[src/sv/pwmwd_pkg.sv]
`timescale 1ns / 1ps

package pwmwd_pkg;

  localparam int DUTY_W        = 12;
  localparam int PERIOD_W      = 16;
  localparam int TIMEOUT_W     = 32;
  localparam int PROD_W        = DUTY_W + PERIOD_W;
  localparam int CFG_DATA_W    = 32;

  localparam int DUTY_FULL_SCALE_DEF = 1000;

  localparam logic [PERIOD_W-1:0]  PERIOD_RESET  = 16'd2000;
  localparam logic [TIMEOUT_W-1:0] TIMEOUT_RESET = 32'd1000000;

  typedef enum logic {
    CFG_PERIOD  = 1'b0,
    CFG_TIMEOUT = 1'b1
  } cfg_index_t;

  typedef enum logic {
    CMD_TICK  = 1'b0,
    CMD_WRITE = 1'b1
  } cmd_t;

  typedef struct packed {
    logic busy;
    logic done;
  } ontime_stat_t;

endpackage

[src/sv/pwm_generator_with_command_watchdog_core.sv]
`timescale 1ns / 1ps
// A result word is registered and appears in the cycle after its input word is accepted.
// Throughput: one tick word per cycle unless the output stalls; after a duty write or a
// period write the input stalls while the on-time multiply and reciprocal pipeline runs.
// Reset is synchronous and active low: period 2000, timeout 1000000, all PWM
// and watchdog state cleared, output channel empty.

module pwm_generator_with_command_watchdog_core #(
  parameter int DUTY_FULL_SCALE = pwmwd_pkg::DUTY_FULL_SCALE_DEF
) (
  input  logic                             clk,
  input  logic                             rst_n,
  input  logic                             in_tvalid,
  output logic                             in_tready,
  input  logic [15:0]                      in_tdata,   // duty_value
  input  logic                             in_tuser,   // command
  output logic                             out_tvalid,
  input  logic                             out_tready,
  output logic [7:0]                       out_tdata,  // pin_level, timed_out, duty_active
  input  logic                             cfg_we,
  input  logic                             cfg_index,
  input  logic [pwmwd_pkg::CFG_DATA_W-1:0] cfg_data
);

  localparam int DUTY_W    = pwmwd_pkg::DUTY_W;
  localparam int PERIOD_W  = pwmwd_pkg::PERIOD_W;
  localparam int TIMEOUT_W = pwmwd_pkg::TIMEOUT_W;
  localparam logic [DUTY_W-1:0] FS = DUTY_W'(DUTY_FULL_SCALE);

  logic [PERIOD_W-1:0]  period_r;
  logic [TIMEOUT_W-1:0] timeout_r;
  logic [DUTY_W-1:0]    duty_r, duty_nxt;
  logic [PERIOD_W-1:0]  on_r, on_nxt;
  logic [PERIOD_W-1:0]  cnt_r, cnt_nxt;
  logic                 ph_r, ph_nxt;
  logic [TIMEOUT_W-1:0] tsw_r, tsw_nxt;
  logic                 wd_r, wd_nxt;
  logic                 out_tvalid_r;
  logic [7:0]           out_tdata_r;
  logic [2:0]           res;

  pwmwd_pkg::ontime_stat_t stat;
  logic [PERIOD_W-1:0]     unit_on_time;
  logic                    acc;
  logic                    cfg_period_wr;
  logic                    unit_start;
  logic [DUTY_W-1:0]       unit_duty;
  logic [DUTY_W-1:0]       in_duty;
  logic                    is_write;

  assign in_duty       = in_tdata[DUTY_W-1:0];
  assign is_write      = (in_tuser == pwmwd_pkg::CMD_WRITE);
  assign in_tready     = (!out_tvalid_r || out_tready) && !stat.busy;
  assign acc           = in_tvalid && in_tready;
  assign cfg_period_wr = cfg_we && (cfg_index == pwmwd_pkg::CFG_PERIOD);
  assign unit_start    = (acc && is_write) || cfg_period_wr;
  assign unit_duty     = cfg_period_wr ? duty_r : in_duty;

  pwmwd_ontime #(
    .DUTY_FULL_SCALE(DUTY_FULL_SCALE)
  ) u_ontime (
    .clk     (clk),
    .rst_n   (rst_n),
    .start   (unit_start),
    .duty    (unit_duty),
    .period  (cfg_period_wr ? cfg_data[PERIOD_W-1:0] : period_r),
    .stat    (stat),
    .on_time (unit_on_time)
  );

  always_comb begin
    logic [TIMEOUT_W-1:0] tsw_inc;
    logic                 trip;
    logic [DUTY_W-1:0]    duty_t;
    logic                 active;
    logic [PERIOD_W-1:0]  len_low;
    logic [PERIOD_W-1:0]  len_cur;
    logic [PERIOD_W-1:0]  len;
    logic                 ph1;
    logic [PERIOD_W-1:0]  cnt1;
    logic [PERIOD_W:0]    cnt2;
    logic                 level;

    duty_nxt = duty_r;
    on_nxt   = on_r;
    cnt_nxt  = cnt_r;
    ph_nxt   = ph_r;
    tsw_nxt  = tsw_r;
    wd_nxt   = wd_r;
    res      = 3'b000;

    tsw_inc = (tsw_r == {TIMEOUT_W{1'b1}}) ? tsw_r : tsw_r + TIMEOUT_W'(1);
    trip    = tsw_inc > timeout_r;
    len_low = (period_r > on_r) ? period_r - on_r : '0;
    duty_t  = '0;
    active  = 1'b0;
    len_cur = '0;
    len     = '0;
    ph1     = ph_r;
    cnt1    = cnt_r;
    cnt2    = '0;
    level   = 1'b0;

    if (is_write) begin
      duty_t = in_duty;
      active = (duty_t != '0) && (duty_t <= FS) && (period_r != '0);
      level  = active ? ph_r : 1'b0;
      if (acc) begin
        duty_nxt = in_duty;
        tsw_nxt  = '0;
        wd_nxt   = 1'b0;
      end
      res = {(duty_t != '0) && (duty_t <= FS), 1'b0, level};
    end else begin
      duty_t = trip ? '0 : duty_r;
      active = (duty_t != '0) && (duty_t <= FS) && (period_r != '0);
      if (active) begin
        len_cur = ph_r ? on_r : len_low;
        if (len_cur == '0) begin
          ph1  = !ph_r;
          cnt1 = '0;
        end
        len   = ph1 ? on_r : len_low;
        level = ph1;
        cnt2  = {1'b0, cnt1} + (PERIOD_W+1)'(1);
      end
      if (acc) begin
        tsw_nxt = tsw_inc;
        if (trip) begin
          duty_nxt = '0;
          on_nxt   = '0;
          wd_nxt   = 1'b1;
        end
        if (active) begin
          if (cnt2 >= {1'b0, len}) begin
            cnt_nxt = '0;
            ph_nxt  = !ph1;
          end else begin
            cnt_nxt = cnt2[PERIOD_W-1:0];
            ph_nxt  = ph1;
          end
        end else begin
          cnt_nxt = '0;
        end
      end
      res = {(duty_t != '0) && (duty_t <= FS), trip | wd_r, level};
    end

    if (stat.done) begin
      on_nxt = unit_on_time;
    end
  end

  always_ff @(posedge clk) begin
    if (!rst_n) begin
      period_r     <= pwmwd_pkg::PERIOD_RESET;
      timeout_r    <= pwmwd_pkg::TIMEOUT_RESET;
      duty_r       <= '0;
      on_r         <= '0;
      cnt_r        <= '0;
      ph_r         <= 1'b0;
      tsw_r        <= '0;
      wd_r         <= 1'b0;
      out_tvalid_r <= 1'b0;
    end else begin
      duty_r <= duty_nxt;
      on_r   <= on_nxt;
      cnt_r  <= cnt_nxt;
      ph_r   <= ph_nxt;
      tsw_r  <= tsw_nxt;
      wd_r   <= wd_nxt;
      if (cfg_we) begin
        unique case (cfg_index)
          pwmwd_pkg::CFG_PERIOD:  period_r  <= cfg_data[PERIOD_W-1:0];
          pwmwd_pkg::CFG_TIMEOUT: timeout_r <= cfg_data[TIMEOUT_W-1:0];
          default:                period_r  <= period_r;
        endcase
      end
      if (acc) begin
        out_tvalid_r <= 1'b1;
      end else if (out_tready) begin
        out_tvalid_r <= 1'b0;
      end
    end
    if (acc) begin
      out_tdata_r <= {5'b00000, res};
    end
  end

  assign out_tvalid = out_tvalid_r;
  assign out_tdata  = out_tdata_r;

endmodule

[src/sv/pwmwd_ontime.sv]
`timescale 1ns / 1ps

module pwmwd_ontime #(
  parameter int DUTY_FULL_SCALE = pwmwd_pkg::DUTY_FULL_SCALE_DEF
) (
  input  logic                           clk,
  input  logic                           rst_n,
  input  logic                           start,
  input  logic [pwmwd_pkg::DUTY_W-1:0]   duty,
  input  logic [pwmwd_pkg::PERIOD_W-1:0] period,
  output pwmwd_pkg::ontime_stat_t        stat,
  output logic [pwmwd_pkg::PERIOD_W-1:0] on_time
);

  localparam int PROD_W  = pwmwd_pkg::PROD_W;
  localparam int HALF    = PROD_W / 2;
  localparam int RECIP_W = PROD_W + 1;
  localparam int PP_W    = (PROD_W - HALF) + RECIP_W;
  localparam int SUM_W   = PROD_W + RECIP_W;
  localparam int QD_W    = RECIP_W + pwmwd_pkg::DUTY_W;
  localparam logic [RECIP_W-1:0] RECIP = RECIP_W'((64'd1 << PROD_W) / DUTY_FULL_SCALE);
  localparam logic [QD_W-1:0]    DIVISOR = QD_W'(DUTY_FULL_SCALE);

  logic              v1_r, v2_r, v3_r;
  logic [PROD_W-1:0] prod1_r, prod2_r, prod3_r;
  logic [PP_W-1:0]   pphi_r, pplo_r;
  logic [RECIP_W-1:0] q0_r;

  logic [PROD_W-1:0]  prod_nxt;
  logic [PP_W-1:0]    pphi_nxt, pplo_nxt;
  logic [SUM_W-1:0]   sum;
  logic [QD_W-1:0]    qd, rem;
  logic [RECIP_W-1:0] q;

  assign prod_nxt = PROD_W'(duty) * PROD_W'(period);
  assign pphi_nxt = PP_W'(prod1_r[PROD_W-1:HALF]) * PP_W'(RECIP);
  assign pplo_nxt = PP_W'(prod1_r[HALF-1:0]) * PP_W'(RECIP);
  assign sum      = (SUM_W'(pphi_r) << HALF) + SUM_W'(pplo_r);

  always_ff @(posedge clk) begin
    if (!rst_n) begin
      v1_r <= 1'b0;
      v2_r <= 1'b0;
      v3_r <= 1'b0;
    end else begin
      v1_r <= start;
      v2_r <= v1_r;
      v3_r <= v2_r;
    end
    prod1_r <= prod_nxt;
    prod2_r <= prod1_r;
    prod3_r <= prod2_r;
    pphi_r  <= pphi_nxt;
    pplo_r  <= pplo_nxt;
    q0_r    <= sum[SUM_W-1:PROD_W];
  end

  // The reciprocal estimate is at most one below the true quotient.
  always_comb begin
    qd  = QD_W'(q0_r) * DIVISOR;
    rem = QD_W'(prod3_r) - qd;
    q   = (rem >= DIVISOR) ? q0_r + RECIP_W'(1) : q0_r;
    if (q > RECIP_W'({pwmwd_pkg::PERIOD_W{1'b1}})) begin
      on_time = {pwmwd_pkg::PERIOD_W{1'b1}};
    end else begin
      on_time = q[pwmwd_pkg::PERIOD_W-1:0];
    end
  end

  assign stat.busy = v1_r | v2_r | v3_r;
  assign stat.done = v3_r;

endmodule

[config.mk]
export PLATFORM = sky130hd
export DESIGN_NAME = pwm_generator_with_command_watchdog_core
export DESIGN_NICKNAME = d
export VERILOG_FILES = /design/src/sv/pwmwd_pkg.sv /design/src/sv/pwm_generator_with_command_watchdog_core.sv /design/src/sv/pwmwd_ontime.sv
export SDC_FILE = /design/constraint.sdc
export NUM_CORES = 2
export LEC_CHECK = 0
export BUFFER_PORTS_ARGS = -buffer_cell sky130_fd_sc_hd__buf_2
export CAP_MARGIN = 0
export CORE_MARGIN = 2
export CORE_UTILIZATION = 50
export CTS_BUF_LIST = sky130_fd_sc_hd__clkbuf_8 sky130_fd_sc_hd__clkbuf_16
export CTS_CLUSTER_DIAMETER = 30
export CTS_CLUSTER_SIZE = 8
export DETAILED_ROUTE_END_ITERATION = 12
export PLACE_DENSITY = 0.73
export RECOVER_POWER = 50
export SLEW_MARGIN = 5
export SYNTH_ARGS = -nofsm -noshare
export SYNTH_HDL_FRONTEND = slang
export SYNTH_SLANG_ARGS = --single-unit
[constraint.sdc]
create_clock -name clk -period 11.92 [get_ports clk]
set_clock_uncertainty 0.05 [all_clocks]
set_input_delay 0.596 -clock clk [delete_from_list [all_inputs] [get_ports clk]]
set_output_delay 0.596 -clock clk [all_outputs]
set_load 0.03 [all_outputs]
==> results.toml <==
[clock_network]
h-tree-depth = 3
clock_latency_ps = 600
cts_tree = "done"
cts_resized = 0
cts_buffer_depth = 3
post-cts-setup-buffers = 0
numCtsBuffers = 66
cts.clk_slew.worst_paths_ps = 40
hold_buffers = 0
clock-root-buffer = "clkbuf_16"
clock_sinks = 282

[critical_path]
rrSetupSlack_ps = 2650
worstPathArrival_ps = 9740
critPathKind = "flip-flop to flip-flop"
slowest_stage = "nor4_1"
slowest_delay_ps = 650
cp.required_ps = 12380
endpoint_kind = "flip-flop"
cp-start-kind = "flip-flop"
cp_common_cell = "o21a_1"
cp_max_fo = 22

[outcome]
violations = "max-capacitance violations, max-slew violations"
status = "finished, violations left"

[grt]
grt_pass1_vias = 24000
track_usage = 0.237
grt_antenna_before_repair = 0
grt_overflow_total = 0
grt_first_pass_wirelength_um = 121000
grt_max_degree = 95

[synthesis]
synth-compound-area-share = 0.130
synth_mux_area_frac = 0.0178
yosys.area_share.xor_xnor = 0.0471
synth_top_family_by_area = "adder cells"
syn_avg_cell_area_um2 = 8.83
synth_async_sr_flop_share = 0
synth_top_area_share = 0.196
synth.area.top_cells = "ha_1 (20%), fa_1 (19%), dfxtp_1 (19%)"
ys_seq_area_frac = 0.188
synth-adder-area-share = 0.387
ys_ff_latch = 282
ys.flop_type = "dfxtp_1"
synth_edf_count = 3
syn-instance-count = 3412
yosys_warnings = 0
synth.most_common_cell = "inv_1"
synth_area_um2 = 30100
synthSimpleGateAreaFrac = 0.153
yosysTopAreaCell = "ha_1"
synth_commonest_cells = "inv_1 (520), ha_1 (472), nand2_1 (352), fa_1 (288), dfxtp_1 (279)"
yosys.cell_types.count = 90

[cells_and_area]
nFillCells = 5179
final_nets = 4284
layout-area-overhead-vs-synth_pct = 11.5
drive_gt1_frac = 0.0657
fin_area_um2 = 33600
n_antenna_cell = 0

[floorplan]
rows = 89
die_x_um = 249
core_area_um2 = 59400
dieArea_um2 = 62200
fp.dieH_um = 249
initial_core_util = 0.508
io-pin-count = 65

[route]
drtPass1Iterations = 7
wl_per_cell_um = 17.0
routed_wirelength_um = 73000
route.detailed.drc = 0
avgViaCountPerCell = 5.58
drtIter0Drc = 1522
dr_total_vias = 24000
antenna_left = 0

[sta]
finalHoldViolCount = 0
rsz0062_at_grt = "false"
hold_slack_ps = 183
worstMarginPinSlew_ps = 4630
post-route-period-util = 0.778
tns_ps = 0
maxSlewHeadroom = -2.08
maxSlewViolCount = 172
fmaxAchievable_mhz = 108
fin_crit_ps = 9270
finalSetupViolCount = 0

[min_path]
min_path_type = "primary input to flip-flop"

[placement]
detailed_place.area_um2 = 31100
port_buffers = 55
gp_congestion = 0.915
dpl.hpwl_um = 57200

[flow_run]
drv_cap = 3
-- state kept, by name, indices dropped and copies added, names as in the netlist, 19 cells and up --
name and flops:
u_ontime.prod2_r 25, u_ontime.prod1_r 28, u_ontime.pplo_r 19, tsw_r 32, timeout_r 32, u_ontime.prod3_r 25
u_ontime.q0_r 20, u_ontime.pphi_r 32
-- kinds of logic (layout without fill, tap and decap cells) --
family                   count (synthesis)  after routing
adder cells (fa/ha/maj)                760            760
other                                    1              5
buffers and inverters                  600            702
AO/OA/AOI/OAI                          583            583
XOR/XNOR                               162            162
multiplexers                            50             50
AND/OR/NAND/NOR                        974            974
flip-flops                             282            282
-- area by class of cell --
class,instances,area [µm²],share of cell area
Clock inverter,44,683,0.0203
Tap cell,773,967,0.0288
Timing Repair Buffer,65,330,0.00984
Inverter,520,1950,0.0581
Clock buffer,73,1770,0.0527
Multi-Input combinational cell,2534,22200,0.661
Sequential cell,282,5680,0.169
-- layout by cell type (no fill, tap or decap), types with 10 or more instances in the layout --
cell / count
nand2_1: 352
a21oi_1: 163
a21boi_0: 10
buf_2: 48
nand2b_1: 42
a31o_2: 11
ha_1: 472
or2_2: 10
o31ai_1: 10
nand4_1: 39
a31oi_1: 18
and4_1: 10
and2_1: 40
nor4_1: 27
mux2i_1: 21
o211ai_1: 20
clkbuf_1: 10
mux2_2: 24
xor2_1: 53
o21bai_1: 11
bufinv_16: 15
a211oi_1: 22
nor2b_1: 31
a311oi_1: 11
o21a_1: 40
nor3_1: 43
or3_1: 15
nand3_1: 72
and3_1: 35
o21ai_0: 98
nor2_1: 221
dfxtp_1: 279
clkbuf_16: 68
xnor2_1: 109
a21o_1: 44
inv_1: 527
fa_1: 288
a22oi_1: 40
-- stage by stage --
| stage | setup WS (ps) | utilization | std cells |
|---|---|---|---|
| 2_1_floorplan | 4200 | - | 3416 |
| 3_3_place_gp | 3000 | 0.525 | 4174 |
| 3_5_place_dp | 2850 | 0.525 | 4174 |
| 4_1_cts | 2840 | 0.566 | 4291 |
| 5_1_grt | 1850 | 0.566 | 4291 |
| 6_report | 2650 | 0.566 | 4291 |
-- worst max-delay path: cells and delay by family (launching register included) --
family	cells	cell delay, ps
adder cells (fa/ha/maj)	2	550
AO/OA/AOI/OAI	10	1710
XOR/XNOR	1	150
AND/OR/NAND/NOR	20	6010
buffers and inverters	1	260
flip-flops	1	470
-- final timing paths --
path | from | to | cells past startpoint
min reg2reg | u_ontime.prod2_r[20] | u_ontime.prod3_r[20] | 0
max reg2reg | tsw_r[3] | cnt_r[6] | 34
min | cfg_data[19] | timeout_r[19] | 3
max | tsw_r[3] | cnt_r[6] | 34
-- layer usage --
metal  vias up  GRT usage  routed length, µm
met1     11600      0.321              33300
met2       570      0.399              34800
met4         0     0.0699               1630
met5         -          0                  0
met3       111     0.0288               3190
li1      11600          -                  -
Power is not shown: default switching activity piles up to over one toggle a cycle in this logic, so the estimate is an artifact.
